$ cat src/hw/rtl/lcdt_pkg.sv
// shared constants, state encoding and init table for the lcd terminal
package lcdt_pkg;

  // display commands
  localparam logic [7:0] CMD_FUNCSET = 8'h28;
  localparam logic [7:0] CMD_DISPOFF = 8'h08;
  localparam logic [7:0] CMD_CLEAR   = 8'h01;
  localparam logic [7:0] CMD_ENTRY   = 8'h06;
  localparam logic [7:0] CMD_DISPON  = 8'h0C;
  localparam logic [7:0] CMD_HOME    = 8'h02;
  localparam logic [7:0] CMD_LINE2   = 8'hC0;

  // init nibbles
  localparam logic [3:0] NIB_WAKE = 4'h3;
  localparam logic [3:0] NIB_4BIT = 4'h2;

  localparam logic [7:0] BLANK      = 8'h20;
  localparam logic [7:0] CH_NEWLINE = 8'd10;
  localparam logic [7:0] CH_RETURN  = 8'd13;

  localparam logic OP_PUT   = 1'b0;
  localparam logic OP_CLEAR = 1'b1;

  // index of the final init transfer
  localparam logic [3:0] INIT_LAST = 4'd8;

  typedef enum logic [4:0] {
    S_IDLE   = 5'b00001,
    S_INIT   = 5'b00010,
    S_EXEC   = 5'b00100,
    S_SCROLL = 5'b01000,
    S_TAIL   = 5'b10000
  } state_e;

  typedef struct packed {
    logic [7:0] value;
    logic       nibble_only;
  } init_xfer_t;

  typedef struct packed {
    logic wr_en;
    logic rd_en;
    logic clr_all;
  } store_ctl_t;

  function automatic init_xfer_t init_xfer(input logic [3:0] step);
    init_xfer_t x;
    x.nibble_only = 1'b0;
    x.value       = CMD_DISPON;
    case (step)
      4'd0, 4'd1, 4'd2: begin
        x.value       = {4'h0, NIB_WAKE};
        x.nibble_only = 1'b1;
      end
      4'd3: begin
        x.value       = {4'h0, NIB_4BIT};
        x.nibble_only = 1'b1;
      end
      4'd4: x.value = CMD_FUNCSET;
      4'd5: x.value = CMD_DISPOFF;
      4'd6: x.value = CMD_CLEAR;
      4'd7: x.value = CMD_ENTRY;
      default: x.value = CMD_DISPON;
    endcase
    return x;
  endfunction

endpackage

$ cat src/hw/rtl/lcdt_if.sv
// valid/ready channel interfaces for characters in and bus transfers out
interface lcdt_in_if;
  logic       valid;
  logic       ready;
  logic       op;
  logic [7:0] char_code;

  modport source (output valid, output op, output char_code, input ready);
  modport sink (input valid, input op, input char_code, output ready);
endinterface

interface lcdt_out_if;
  logic       valid;
  logic       ready;
  logic       is_data;
  logic [7:0] value;
  logic       nibble_only;
  logic       last;

  modport source (output valid, output is_data, output value, output nibble_only,
                  output last, input ready);
  modport sink (input valid, input is_data, input value, input nibble_only,
                input last, output ready);
endinterface

$ cat src/hw/rtl/char_lcd_scrolling_terminal_unit.sv
// two-line character lcd terminal: characters in, display bus transfers out
// Each accepted character or clear request is turned into display bus transfers, one per
// cycle while the sink takes them, ending with a transfer flagged last; a character past
// the end of the line produces none. The input is ready only between items. An ordinary
// item passes from acceptance through the execute state into the output register; the
// first item after reset adds the 9-transfer init sequence, and a newline on line 2
// scrolls with LINE_WIDTH + 2 transfers. The rate is set by the transfer sequencer, which
// loads one transfer per cycle into the output register, and by the single read port of
// the line store, whose registered read is issued together with the preceding transfer.
module char_lcd_scrolling_terminal_unit #(
  parameter int unsigned LINE_WIDTH = 16
) (
  input logic       clk_i,
  input logic       rst_ni,
  lcdt_in_if.sink   in_i,
  lcdt_out_if.source out_o
);
  import lcdt_pkg::*;

  localparam int unsigned IDX_W  = $clog2(LINE_WIDTH);
  localparam int unsigned COL_W  = $clog2(LINE_WIDTH + 1);
  localparam int unsigned STEP_W = (IDX_W > 4) ? IDX_W : 4;

  localparam logic [COL_W-1:0]  COL_FULL    = COL_W'(LINE_WIDTH);
  localparam logic [STEP_W-1:0] SCROLL_LAST = STEP_W'(LINE_WIDTH - 1);
  localparam logic [STEP_W-1:0] INIT_END    = STEP_W'(INIT_LAST);

  state_e            state_q, state_d;
  logic [STEP_W-1:0] step_q, step_d, step_nxt;
  logic              init_q, init_d;
  logic              line2_q, line2_d;
  logic [COL_W-1:0]  col_q, col_d;
  logic              op_q;
  logic [7:0]        ch_q;

  logic              out_valid_q, out_valid_d;
  logic              out_is_data_q;
  logic [7:0]        out_value_q;
  logic              out_nib_q;
  logic              out_last_q;

  logic              in_acc, adv;
  logic              emit, e_is_data, e_nib, e_last;
  logic [7:0]        e_value;
  init_xfer_t        ix;
  store_ctl_t        st_ctl;
  logic [IDX_W-1:0]  rd_addr;
  logic [7:0]        rd_data;

  assign in_i.ready = (state_q == S_IDLE);
  assign in_acc     = in_i.valid && in_i.ready;
  // output register free or being emptied this cycle
  assign adv        = !out_valid_q || out_o.ready;
  assign step_nxt   = step_q + STEP_W'(1);
  assign ix         = init_xfer(step_q[3:0]);

  lcdt_line_store #(
    .LINE_WIDTH(LINE_WIDTH)
  ) u_store (
    .clk_i    (clk_i),
    .rst_ni   (rst_ni),
    .ctl_i    (st_ctl),
    .wr_addr_i(col_q[IDX_W-1:0]),
    .wr_data_i(ch_q),
    .rd_addr_i(rd_addr),
    .rd_data_o(rd_data)
  );

  always_comb begin
    state_d   = state_q;
    step_d    = step_q;
    init_d    = init_q;
    line2_d   = line2_q;
    col_d     = col_q;
    emit      = 1'b0;
    e_is_data = 1'b0;
    e_value   = CMD_CLEAR;
    e_nib     = 1'b0;
    e_last    = 1'b0;
    st_ctl    = '0;
    rd_addr   = '0;
    case (state_q)
      S_IDLE: begin
        if (in_i.valid) begin
          state_d = init_q ? S_EXEC : S_INIT;
          step_d  = '0;
        end
      end
      S_INIT: begin
        if (adv) begin
          emit    = 1'b1;
          e_value = ix.value;
          e_nib   = ix.nibble_only;
          step_d  = step_nxt;
          if (step_q == INIT_END) begin
            init_d         = 1'b1;
            col_d          = '0;
            st_ctl.clr_all = 1'b1;
            state_d        = S_EXEC;
          end
        end
      end
      S_EXEC: begin
        if (adv) begin
          state_d = S_IDLE;
          if (op_q == OP_CLEAR) begin
            emit    = 1'b1;
            e_value = CMD_CLEAR;
            e_last  = 1'b1;
            line2_d = 1'b0;
            col_d   = '0;
          end else if (ch_q == CH_NEWLINE) begin
            if (line2_q) begin
              // scroll: clear now, prefetch entry 0 for the rewrite
              emit         = 1'b1;
              e_value      = CMD_CLEAR;
              st_ctl.rd_en = 1'b1;
              step_d       = '0;
              state_d      = S_SCROLL;
            end else begin
              emit    = 1'b1;
              e_value = CMD_LINE2;
              e_last  = 1'b1;
              line2_d = 1'b1;
              col_d   = '0;
            end
          end else if (ch_q == CH_RETURN) begin
            emit    = 1'b1;
            e_value = line2_q ? CMD_LINE2 : CMD_HOME;
            e_last  = 1'b1;
            col_d   = '0;
          end else if (col_q < COL_FULL) begin
            emit         = 1'b1;
            e_is_data    = 1'b1;
            e_value      = ch_q;
            e_last       = 1'b1;
            st_ctl.wr_en = 1'b1;
            col_d        = col_q + COL_W'(1);
          end
        end
      end
      S_SCROLL: begin
        if (adv) begin
          emit      = 1'b1;
          e_is_data = 1'b1;
          e_value   = rd_data;
          step_d    = step_nxt;
          if (step_q == SCROLL_LAST) begin
            st_ctl.clr_all = 1'b1;
            state_d        = S_TAIL;
          end else begin
            st_ctl.rd_en = 1'b1;
            rd_addr      = step_nxt[IDX_W-1:0];
          end
        end
      end
      S_TAIL: begin
        if (adv) begin
          emit    = 1'b1;
          e_value = CMD_LINE2;
          e_last  = 1'b1;
          line2_d = 1'b1;
          col_d   = '0;
          state_d = S_IDLE;
        end
      end
      default: state_d = S_IDLE;
    endcase
  end

  always_comb begin
    if (emit) begin
      out_valid_d = 1'b1;
    end else if (out_o.ready) begin
      out_valid_d = 1'b0;
    end else begin
      out_valid_d = out_valid_q;
    end
  end

  always_ff @(posedge clk_i or negedge rst_ni) begin
    if (!rst_ni) begin
      state_q     <= S_IDLE;
      step_q      <= '0;
      init_q      <= 1'b0;
      line2_q     <= 1'b0;
      col_q       <= '0;
      out_valid_q <= 1'b0;
    end else begin
      state_q     <= state_d;
      step_q      <= step_d;
      init_q      <= init_d;
      line2_q     <= line2_d;
      col_q       <= col_d;
      out_valid_q <= out_valid_d;
    end
  end

  always_ff @(posedge clk_i) begin
    if (in_acc) begin
      op_q <= in_i.op;
      ch_q <= in_i.char_code;
    end
    if (emit) begin
      out_is_data_q <= e_is_data;
      out_value_q   <= e_value;
      out_nib_q     <= e_nib;
      out_last_q    <= e_last;
    end
  end

  assign out_o.valid       = out_valid_q;
  assign out_o.is_data     = out_is_data_q;
  assign out_o.value       = out_value_q;
  assign out_o.nibble_only = out_nib_q;
  assign out_o.last        = out_last_q;

  a_state_onehot: assert property (@(posedge clk_i) disable iff (!rst_ni)
    $onehot(state_q))
    else $error("sequencer state not one-hot");

  a_first_item_inits: assert property (@(posedge clk_i) disable iff (!rst_ni)
    in_acc && !init_q |=> state_q == S_INIT)
    else $error("first transaction did not start the init sequence");

  a_last_ends_item: assert property (@(posedge clk_i) disable iff (!rst_ni)
    emit && e_last |=> state_q == S_IDLE)
    else $error("item continued after its last transfer");

  a_col_bound: assert property (@(posedge clk_i) disable iff (!rst_ni)
    col_q <= COL_FULL)
    else $error("column ran past the line width");

endmodule

$ cat src/hw/rtl/lcdt_line_store.sv
// line store memory with per-entry valid bits, unwritten entries read as blank
module lcdt_line_store #(
  parameter int unsigned LINE_WIDTH = 16
) (
  input  logic                          clk_i,
  input  logic                          rst_ni,
  input  lcdt_pkg::store_ctl_t          ctl_i,
  input  logic [$clog2(LINE_WIDTH)-1:0] wr_addr_i,
  input  logic [7:0]                    wr_data_i,
  input  logic [$clog2(LINE_WIDTH)-1:0] rd_addr_i,
  output logic [7:0]                    rd_data_o
);
  import lcdt_pkg::*;

  logic [7:0]            mem_q [LINE_WIDTH];
  logic [LINE_WIDTH-1:0] vld_q;
  logic [7:0]            rd_q;
  logic                  rd_vld_q;

  always_ff @(posedge clk_i) begin
    if (ctl_i.wr_en) begin
      mem_q[wr_addr_i] <= wr_data_i;
    end
    if (ctl_i.rd_en) begin
      rd_q <= mem_q[rd_addr_i];
    end
  end

  always_ff @(posedge clk_i or negedge rst_ni) begin
    if (!rst_ni) begin
      vld_q    <= '0;
      rd_vld_q <= 1'b0;
    end else begin
      if (ctl_i.clr_all) begin
        vld_q <= '0;
      end else if (ctl_i.wr_en) begin
        vld_q[wr_addr_i] <= 1'b1;
      end
      if (ctl_i.rd_en) begin
        rd_vld_q <= vld_q[rd_addr_i];
      end
    end
  end

  assign rd_data_o = rd_vld_q ? rd_q : BLANK;

endmodule

$ cat src/flat_wrapper.sv
// flat-port wrapper written by rule: the top's interface ports become plain ports
module char_lcd_scrolling_terminal_unit_flat import lcdt_pkg::*;
#(
  parameter int unsigned LINE_WIDTH = 16
)
  (clk_i, rst_ni, in_i_valid, in_i_op, in_i_char_code, in_i_ready, out_o_valid, out_o_is_data, out_o_value, out_o_nibble_only, out_o_last, out_o_ready);
  lcdt_in_if in_i_i ();
  lcdt_out_if out_o_i ();
  input logic clk_i;
  input logic rst_ni;
  input wire logic [$bits(in_i_i.valid)-1:0] in_i_valid;
  input wire logic [$bits(in_i_i.op)-1:0] in_i_op;
  input wire logic [$bits(in_i_i.char_code)-1:0] in_i_char_code;
  output wire logic [$bits(in_i_i.ready)-1:0] in_i_ready;
  output wire logic [$bits(out_o_i.valid)-1:0] out_o_valid;
  output wire logic [$bits(out_o_i.is_data)-1:0] out_o_is_data;
  output wire logic [$bits(out_o_i.value)-1:0] out_o_value;
  output wire logic [$bits(out_o_i.nibble_only)-1:0] out_o_nibble_only;
  output wire logic [$bits(out_o_i.last)-1:0] out_o_last;
  input wire logic [$bits(out_o_i.ready)-1:0] out_o_ready;
  assign in_i_i.valid = in_i_valid;
  assign in_i_i.op = in_i_op;
  assign in_i_i.char_code = in_i_char_code;
  assign in_i_ready = in_i_i.ready;
  assign out_o_valid = out_o_i.valid;
  assign out_o_is_data = out_o_i.is_data;
  assign out_o_value = out_o_i.value;
  assign out_o_nibble_only = out_o_i.nibble_only;
  assign out_o_last = out_o_i.last;
  assign out_o_i.ready = out_o_ready;
  char_lcd_scrolling_terminal_unit #(.LINE_WIDTH(LINE_WIDTH)) u_core (.clk_i(clk_i), .rst_ni(rst_ni), .in_i(in_i_i), .out_o(out_o_i));
endmodule
$ cat config.mk
export PLATFORM = sky130hd
export DESIGN_NAME = char_lcd_scrolling_terminal_unit_flat
export DESIGN_NICKNAME = d
export VERILOG_FILES = /design/src/hw/rtl/lcdt_pkg.sv /design/src/hw/rtl/lcdt_if.sv /design/src/hw/rtl/char_lcd_scrolling_terminal_unit.sv /design/src/hw/rtl/lcdt_line_store.sv /design/src/flat_wrapper.sv
export SDC_FILE = /design/constraint.sdc
export NUM_CORES = 1
export LEC_CHECK = 0
export CAP_MARGIN = 20
export CORE_MARGIN = 8
export CORE_UTILIZATION = 55
export DETAILED_ROUTE_END_ITERATION = 8
export DONT_BUFFER_PORTS = 1
export PLACE_DENSITY_LB_ADDON = 0.05
export SLEW_MARGIN = 5
export SYNTH_ARGS = -nofsm -noshare
export SYNTH_HDL_FRONTEND = slang
export SYNTH_SLANG_ARGS = --single-unit
$ cat constraint.sdc
create_clock -name clk_i -period 7.25 [get_ports clk_i]
set_clock_uncertainty 0.05 [all_clocks]
set_input_delay 0.3625 -clock clk_i [delete_from_list [all_inputs] [get_ports clk_i]]
set_output_delay 0.3625 -clock clk_i [all_outputs]
set_load 0.03 [all_outputs]
# Word level (Yosys, flattened, before mapping)
# Memories as Yosys holds them, arrays and structs flattened. A register that Yosys moved wholly into a read port is not among the register bits.
# Cells that the tools add are included.
# W data, S select, Z words.
# classes
add_sub_neg	2
n_lt_le_gt_ge	4
n_eq_ne	30
n_mux	90
n_bitwise	1
n_reduce_logical	20
# op_table
operator	n
$mux W5	18
$mux W8	10
$mux W4	10
$pmux W6 S6	1
$mux W1	32
$mux W16	2
$pmux W8 S4	1
$pmux W5 S5	1
$reduce_and A7 Y1	3
$ne A2 B1 Y1 const B	9
$eq A4 B3 Y1 const B	4
$eq A8 B4 Y1 const B	2
$or A16 B16 Y16	1
$pmux W5 S3	1
$pmux W1 S2	6
$pmux W4 S3	1
$lt A4 B5 Y1 const B	2
$eq A4 B2 Y1 const B	2
$eq A4 B4 Y1 const B	2
$mux W2	3
$mux W6	1
$reduce_bool A2 Y1	3
$reduce_bool A3 Y1	2
$reduce_or A3 Y1	2
other kinds (26)	28
# word_totals
regBits	54
ram_bits	128
in_bits	13
output_inout_bits	13
wordCells	162
memories	1
# mem_list
memory	depth	width	read_ports	rd_clocked_by_memory_dff	write_ports	line_no	rtl
u_core.u_store.mem_q	16	8	1	1	1	lcdt_line_store.sv:15	logic [7:0] mem_q [LINE_WIDTH];

# Longest topological paths before layout
# Gate-level depths: netlist of the first run.
# depth
depth_word	9
ltp_mapped	11
depth_no_buf	8

# By module
# Synthesis of the first run repeated with hierarchy kept, for this count alone.
# hier_totals
hier_cells	490
hier_area_um2	8127.8
# by_module_without_submodules
module	instances	cells_each	area_each_um2	seq_area_each_um2
lcdt_line_store	1	276	6007.0	4509.3
char_lcd_scrolling_terminal_unit	1	214	2120.8	1027.2

# Worst setup path before layout of the first run
# OpenSTA, ideal clock, no wires.
# synth_path
path_type	register -> register
startpoint	reg u_core.step_q[0]
endpoint	reg u_core.u_store.rd_q[0], read port of u_core.u_store.mem_q (data pin)
setup_time_ps	260
t_arrival_ps	2385
required_time_ps	6940
setup_slack_ps	4555
path_stages_with_launch	9
n_path_buf	3
period_less_slack_ps	2695
path_cell_list	dfrtp_1 clkbuf_1 inv_1 clkbuf_1 clkbuf_1 ha_1 inv_1 nor3_2 mux2_2
# synth_between
elab_chain_cells	4
word_cells_on_any_way	8
classes_between	add/sub (1); eq/ne (1); mux (6)
# synth_rtl
element	line_no	rtl
start, declared	char_lcd_scrolling_terminal_unit.sv:29	logic [STEP_W-1:0] step_q, step_d, step_nxt;
start signal, assigned	char_lcd_scrolling_terminal_unit.sv:191	step_q <= step_d;
$add A4 B1 Y4 / $eq A4 B4 Y1 (equally long branches)	char_lcd_scrolling_terminal_unit.sv:54, char_lcd_scrolling_terminal_unit.sv:148	
$mux W4 / $mux W1 (equally long branches)	char_lcd_scrolling_terminal_unit.sv:148	if (step_q == SCROLL_LAST) begin
$mux W4 / $mux W2 (equally long branches)	char_lcd_scrolling_terminal_unit.sv:143	if (adv) begin
$mux W4 / $pmux W1 S2 (equally long branches)	char_lcd_scrolling_terminal_unit.sv:82	case (state_q)
end, declared	lcdt_line_store.sv:17	logic [7:0] rd_q;
# Parallel ways exist; a longest one is shown, timed or not.
# A chain may end at the register's enable or synchronous reset.

# Worst setup path in the final report of the first run
# layout_path
startpoint	reg u_core.step_q[0]
endpoint	reg u_core.u_store.rd_q[3], read port of u_core.u_store.mem_q (data pin)
# The elaborated chain is that of the path after synthesis.

==> impl_results.md, run 1 <==
* Predominant post-synthesis flop cell: edfxtp_1
* Critical Path Source: u_core.step_q[0]
* First-pass GRT wire length at ~34000 um
* Gpl congestion at approximately 0.91
* Storage cell area at between 0.005 and 0.006 mm^2
* Post-synthesis instance total at 666
* WL/cell at around 26 um
* CP endpoint kind: flop
* Worst setup path end: u_core.u_store.rd_q[3]
* Power Density at around 300 mW/mm^2
* Sw Share at 31.0%
* Fill count at approximately 1100
* Htree depth at 4
* Fin crit share at 51.4%
* Crit path max fanout at between 40 and 50
* R2R depth at 9
* Routed Antenna Nets at 0
* Min Clock Period, post-route at roughly 3.7 ns
* Final hold vios at 0
* Layout cells sized above 1 at between 10% and 20%
* Die Y at about 140 um
* Post-CTS Resized at 0
* # clock sinks at 190
* Via density per instance at 6.63
* Clk buf depth at 2
* Layout Utilization at approximately three fifths
* Switching Power at 0.853 mW
* Non-filler cells, final at between 800 and 900
* Dpl cells at about 830
* CTS tree: done
* Initial antenna violation count at 0
* Flop pwr share at 50.9%
* Peak VDD IR at 206 uV
* IO buf count at 0
* #FFs+latches synth at 190
* Reg-to-reg slack, setup at around 3.5 ns
* Crit path kind: flop to flop
* Diodes inserted at 0
* Die width at between 100 and 150 um
* RR Startpoint: u_core.step_q[0]
* Total gr overflow at 0
* CP arrival at roughly 3.9 ns
* FFs w/ async S/R, synth at approximately 18%
* Hold Path Class: input port to flop
* Final TNS setup at 0 ns
* Core area at around 0.015 mm^2
* Worst flop-to-flop path endpoint: u_core.u_store.rd_q[3]
* Final setup viols at 0
* Largest net degree at the start of global routing at between 40 and 50
* GRT Overall Usage at 23.3%
* Die footprint at between 0.015 and 0.02 mm^2
* Starting DRT DRC Count at roughly 820
* Fin nets at 696
* Clk pwr share at 34.1%
* Multi-input logic area at ~0.0026 mm^2
* Max Fclk at between 200 and 300 MHz
* Area growth syn-to-layout at 11.1%
* Final Max Tran Viols at 0
* Row count at 45
* Mean Syn Cell Area at 12.6 um^2
* CTS clk-pin slew, worst paths at roughly 0.080 ns
* Vias in the first global route at 5423
* Post-Synthesis Cell Area at between 0.008 and 0.009 mm^2
* Yosys cell types at just over 60
* DP HPWL at approximately 15000 um
* Final Total Pwr at ~2.8 mW
* Syn Nets at 687
* Residual DRC count at 0
* Pre-antenna DRT Iters at 6
* Clk_lat worst skew at 0.44 ns
* Register area share after synthesis at between 60 and 70%
* Unrepaired setup endpoints after global routing: no
* # Max-Cap Violations at 0
* Status: complete, no violations
* Worst-margin pin slew at between 1 and 1.5 ns
* Clock tree root buffer cell: clkbuf_16
* Max transition margin at a little under 30%
* EDFF count, synth at approximately 160
* TritonCTS buffer count at 17
* Ports at 26
* Leakage at 3.17 nW
* Data required, critical path at 7.39 ns
* Via count at 5807
* Final WL at 22400 um
* Cell Int Power at around 1.9 mW
* Starting Density at a little under three fifths
* Comb power frac at about 15%
* CP startpoint kind: flop
* Yosys warning total at 0
-- per-layer routing --
layer	vias up	share of wire, %	global-route usage [%]
met4	0	3.0	9.30
met1	2878	44	32.2
met5	-	0	0
li1	2578	-	-
met3	44	8.5	5.85
met2	307	45	34.7
-- cell usage in the layout, fill, tap and decap left out, types with 5 or more instances in the layout --
cell,Yosys,layout
o21ai_0,33,33
or3_1,8,8
a31oi_1,14,14
mux2_2,8,8
o21a_1,17,17
dlygate4sd3_1,0,11
nand4_1,5,5
edfxtp_1,156,156
dfrtp_1,33,33
o22ai_1,19,19
a21oi_1,16,16
buf_4,1,13
mux2i_1,12,12
o221ai_1,17,17
nor3_2,4,5
nand3_1,28,28
clkbuf_16,0,17
a2bb2oi_1,7,7
nor3_1,16,15
inv_1,16,16
ha_1,8,8
nand2b_1,9,9
nor2_1,43,43
a211oi_1,8,8
nand2_1,73,73
o211ai_1,11,11
-- cells in the mapped netlist, types with 8 or more instances --
cell type / number / area [um^2]
mux2i_1: 12 / 120
a211oi_1: 8 / 60.1
buf_2: 10 / 50.1
dfrtp_1: 33 / 826
edfxtp_1: 156 / 4680
clkbuf_1: 22 / 82.6
a31oi_1: 14 / 87.6
nand3_1: 28 / 140
mux2_2: 8 / 90.1
ha_1: 8 / 100
nand2b_1: 9 / 56.3
o21a_1: 17 / 128
nor3_1: 16 / 80.1
or3_1: 8 / 50.1
a21oi_1: 16 / 80.1
nand2_1: 73 / 274
nor2_1: 43 / 161
o221ai_1: 17 / 149
o22ai_1: 19 / 119
o21ai_0: 33 / 165
o211ai_1: 11 / 82.6
inv_1: 16 / 60.1
-- metrics by stage --
step,area (um^2),setup slack (ns),hold WS [ns]
CTS,9280,3.52,0.105
global route,9320,3.27,0.122
finish,9320,3.52,0.134
global placement,8550,3.56,0.0179
floorplan,8380,4.56,0.0169
detailed placement,8560,3.55,0.0179
-- cell type report --
cell class	count	area share, %
Sequential cell	190	59.4
Multi-Input combinational cell	421	28.2
Clock buffer	17	4.56
Timing Repair Buffer	29	2.82
Tap cell	188	2.52
Clock inverter	15	1.83
Inverter	16	0.644
-- cells by family after synthesis --
group	count (synthesis)	synth area share (%)
adders and majority gates	8	1.19
and+or+nand+nor	215	12.7
AOI/OAI and AO/OA	175	14.5
xor gates and xnor gates	3	0.313
DFF	190	66.0
buffers and inverters	55	2.76
muxes	20	2.51
-- how the worst min path moves through the flow --
| stage | start | to | cells after the start |
|---|---|---|---|
| 2_1_floorplan | rst_ni | u_core.col_q[0] | 0 |
| 3_3_place_gp | rst_ni | u_core.col_q[1] | 0 |
| 3_5_place_dp | rst_ni | u_core.col_q[0] | 0 |
| 4_1_cts | in_i_valid | u_core.state_q[1] | 2 |
| 5_1_grt | in_i_valid | u_core.state_q[1] | 2 |
| 6_report | in_i_valid | u_core.state_q[1] | 2 |
-- power groups by stage --
stage	Sequential, mW	Combinational (mW)	Clock (mW)
floorplan	1.37	0.295	0
global placement	1.42	0.390	0
detailed placement	1.42	0.393	0
CTS	1.40	0.406	0.947
global route	1.41	0.448	0.986
finish	1.40	0.414	0.940
-- flip-flops by register name, indices dropped and copies added, names as in the netlist --
| register | flops |
|---|---|
| u_core.u_store.rd_q | 8 |
| u_core.out_o.is_data | 1 |
| u_core.ch_q | 8 |
| u_core.u_store.vld_q | 16 |
| u_core.init_q | 1 |
| u_core.out_o.value | 8 |
| u_core.step_q | 4 |
| u_core.u_store.mem_q | 128 |
| u_core.u_store.rd_vld_q | 1 |
| u_core.op_q | 1 |
| u_core.state_q | 5 |
| u_core.out_o.valid | 1 |
| u_core.out_o.nibble_only | 1 |
| u_core.col_q | 5 |
| u_core.out_o.last | 1 |
| u_core.line2_q | 1 |
-- what timing repair did --
action / 4_1_cts / 5_1_grt
setup buffers: 0 / 0
hold buffers: 12 / 0
endpoints found under the hold margin: 44 / 0
setup endpoints to repair: 0 / 0
-- critical path, cell delays in order (launching register included) --
cell and delay [ns]:
dfrtp_1 0.33, buf_4 0.43, ha_1 0.61, xnor2_2 0.09, buf_4 0.28, nor4_4 0.60, nand2_2 0.37, o221ai_1 0.31
mux2i_1 0.11, mux2_2 0.28
(Power assumes the default switching activity.)
==> run 2, diff against run 1 <==
--- a/config.mk
+++ b/config.mk
@@ -5,6 +5,7 @@
 export SDC_FILE = /design/constraint.sdc
 export NUM_CORES = 1
 export LEC_CHECK = 0
+export ABC_AREA = 1
 export CAP_MARGIN = 20
 export CORE_MARGIN = 8
 export CORE_UTILIZATION = 55
==> constraint.sdc (replaced) <==
create_clock -name clk_i -period 3.8 [get_ports clk_i]
set_clock_uncertainty 0.05 [all_clocks]
set_input_delay 0.19 -clock clk_i [delete_from_list [all_inputs] [get_ports clk_i]]
set_output_delay 0.19 -clock clk_i [all_outputs]
set_load 0.03 [all_outputs]
==> run 2 against run 1 <==
Wire length down 9.5%. Via count up 2.0%. Design area up 0.11%. Total power up 71%. Critical path depth up 1. Combinational power up 38%. Maximum frequency up 29%. Register-to-register slack worse by 2.6 ns. Sequential share of layout area down 0.064 points. Core utilization down 0.62 points. Clock power up 68%. Sequential power up 84%. Critical path type unchanged. Highest routed layer unchanged.
==> impl_results.md, run 2 <==
* Clk_lat worst skew at 0.43 ns (about the same)
* FFs w/ async S/R, synth at 17.9% (unchanged)
* Critical Path Slowest Stage Cell: dfrtp_1
* Clk buf depth at 2 (unchanged)
* Final setup viols at 0 (unchanged)
* Most frequent cell after synthesis: edfxtp_1
* Leakage at 3.56 nW (+12%)
* Final hold vios at 0 (unchanged)
* Max transition margin at 36.7% (+7.5 points)
* Starting DRT DRC Count at 776 (-4.9%)
* Hold Path Class: input port to flop
* GRT Overall Usage at 21.0% (-2.4 points)
* Pre-antenna DRT Iters at 5 (-1)
* Area leader, netlist: edfxtp_1
* Hold path start: in_i_valid
* Vias in the first global route at 5438 (+0.28%)
* Top post-synthesis cells by area: edfxtp_1 (55%), dfrtp_1 (9.6%), o211ai_1 (4.5%)
* Routed Antenna Nets at 0 (unchanged)
* Post-Synthesis Cell Area at 0.00858 mm^2 (+2.3%)
* Via count at 5921 (+2.0%)
* Layout cells sized above 1 at 8.15% (-2.6 points)
* Clock tree root buffer cell: clkbuf_16
* Critical Path Source: u_core.step_q[0]
* Largest register FFs at 128 (unchanged)
* CTS clk-pin slew, worst paths at 0.07 ns (about the same)
* Power Density at 506 mW/mm^2 (+71%)
* Total gr overflow at 0 (unchanged)
* Largest registers: u_core.u_store.mem_q (128), u_core.u_store.vld_q (16)
* Largest net degree at the start of global routing at 102 (+110%)
* Final Max Tran Viols at 0 (unchanged)
* Area growth syn-to-layout at 8.78%
* First-pass GRT wire length at 31100 um (-7.6%)
* #FFs+latches synth at 190 (unchanged)
* Register area share after synthesis at 64.6% (-1.5 points)
* CP cell instances: ha_1, nor2_1, nor2_2, nand2_1, nor2_4, nor2_1, o21ai_0, o211ai_1, nand3_1, nand2_1
* Crit path kind: flop to flop
* Residual DRC count at 0 (unchanged)
* Post-route worst setup slack at 0.914 ns (-2.61 ns)
* Htree depth at 4 (unchanged)
* Fin nets at 818 (+18%)
* Unrepaired setup endpoints after global routing: no
* Diodes inserted at 0 (unchanged)
* Die width at 141 um (+1.0%)
* Most common cell after layout, fill and taps aside: edfxtp_1
* Predominant post-synthesis flop cell: edfxtp_1
* Yosys cell types at 41 (-34%)
* Top cells by count, synth: edfxtp_1 (156), nand2_1 (98), nor2_1 (95)
* Starting Density at 56.4% (+0.64 points)
* EDFF count, synth at 156 (unchanged)
* # Max-Cap Violations at 0 (unchanged)
* Ports at 26 (unchanged)
* Most frequent cells in the layout: edfxtp_1 (156), nand2_1 (98), nor2_1 (95), inv_1 (91), nand3_1 (70)
* # clock sinks at 190 (unchanged)
* Mean Syn Cell Area at 10.9 um^2 (-13%)
* CTS tree: done
* CP endpoint kind: flop
* Final TNS setup at 0 ns (unchanged)
* RR Startpoint: u_core.step_q[0]
* Initial antenna violation count at 0 (unchanged)
* Pre-CTS WS at 1.03 ns (-2.52 ns)
* Share of the synthesized area in the top cell type at 54.6% (-1.2 points)
* Syn Nets at 807 (+17%)
* Post-CTS Setup Bufs at 0 (unchanged)
* Min Clock Period, post-route at 2.89 ns (-0.842 ns)
* Peak VDD IR at 334 uV (+62%)
* CP max stage delay at 0.59 ns (-0.02 ns)
* Status: complete, no violations
* Die footprint at 0.0198 mm^2 (+2.0%)
* Final WL at 20200 um (-9.5%)
* Max Fclk at 346 MHz (+29%)
* Core area at 0.0152 mm^2 (+1.1%)
* Worst-margin pin slew at 0.946 ns (-0.111 ns)
* Via density per instance at 5.93 (-11%)
* Top reg by flops: u_core.u_store.mem_q
* Fin crit share at 76.0% (+25 points)
* CP startpoint kind: flop
* IO buf count at 0 (unchanged)
* Die Y at 141 um (+1.0%)
* TritonCTS buffer count at 17 (unchanged)
* Hold buffer count at CTS at 13 (+1)
* Data required, critical path at 3.94 ns (-3.45 ns)
* WL/cell at 20.3 um (-21%)
* Fill count at 1240 (+8.0%)
* Row count at 45 (unchanged)
* CP arrival at 3.02 ns (-0.85 ns)
* DP HPWL at 13900 um (-4.8%)
* Yosys warning total at 0 (unchanged)
* Post-synthesis instance total at 786 (+18%)
* Gpl congestion at 0.895 (-1.4%)
* Crit path max fanout at 35 (-26%)
* Post-CTS Resized at 0 (unchanged)
## run 2: cell types whose count changed after synthesis, sizes merged, moves of 29 or more
cell    before  now
inv         16   98
nand2       74  103
nand3       28   73
nor2        43  104
o211ai      11   51
o21ai       34   72
## run 2: area by class of cell
cell class	count	area [um^2]	area share, %
sequential	190	5540	59.3
multi-input combinational	464	2430	26.0
clock buffer	23	448	4.80
timing repair buffer	25	243	2.60
clock inverter	9	62.6	0.671
tap	188	235	2.52
inverter	99	374	4.01
## run 2: through the flow
stage | cell area, um^2 | hold WS, ns | std cells | util, % | total power [mW]
3_3_place_gp | 8680 | -0.154 | 953 | 57.1 | 3.15
6_report | 9330 | 0.126 | 998 | 61.4 | 4.72
2_1_floorplan | 8580 | -0.156 | 786 | - | 2.94
4_1_cts | 9330 | 0.133 | 998 | 61.4 | 4.73
3_5_place_dp | 8680 | -0.155 | 953 | 57.1 | 3.16
5_1_grt | 9330 | 0.170 | 998 | 61.4 | 4.87
## run 2: final timing paths
path / end / slack (ns) / depth (start not counted)
min reg2reg: u_core.init_q / 0.42 / 2
max in group asynchronous: u_core.state_q[0] / 3.28 / 2
min: u_core.state_q[1] / 0.13 / 4
max reg2reg: u_core.u_store.rd_q[7] / 0.91 / 10
max: u_core.u_store.rd_q[7] / 0.91 / 10
min in group asynchronous: u_core.u_store.vld_q[3] / 0.17 / 2
## run 2: critical path: cells and delay by family (launching register included)
| kind | cells | cell delay, ns |
|---|---|---|
| and+or+nand+nor | 7 | 1.31 |
| DFF | 1 | 0.59 |
| AOI/OAI and AO/OA | 2 | 0.37 |
| adders and majority gates | 1 | 0.30 |
## run 2: logic make-up (layout without fill, tap and decap cells)
| family | after synthesis | in the layout | synth area share (%) |
|---|---|---|---|
| and+or+nand+nor | 298 | 298 | 16.1 |
| buffers and inverters | 132 | 156 | 7.11 |
| DFF | 190 | 190 | 64.6 |
| adders and majority gates | 8 | 8 | 1.17 |
| AOI/OAI and AO/OA | 155 | 155 | 10.7 |
| xor gates and xnor gates | 3 | 3 | 0.306 |
## run 2: layer usage
metal  global-route usage [%]  wire, um  up-vias
li1                         -         -     2761
met3                     3.71      1320       23
met4                     7.18       291        0
met5                        0         0        -
met2                     31.5      9370      249
met1                     30.1      9250     2888
## run 2: where the power goes
part / leakage (nW) / total (mW) / switching, mW / internal, mW
sequential: 1.78 / 2.57 / 0.139 / 2.43
clock: 0.243 / 1.58 / 0.746 / 0.837
combinational: 1.53 / 0.572 / 0.428 / 0.144
total: 3.56 / 4.72 / 1.31 / 3.41
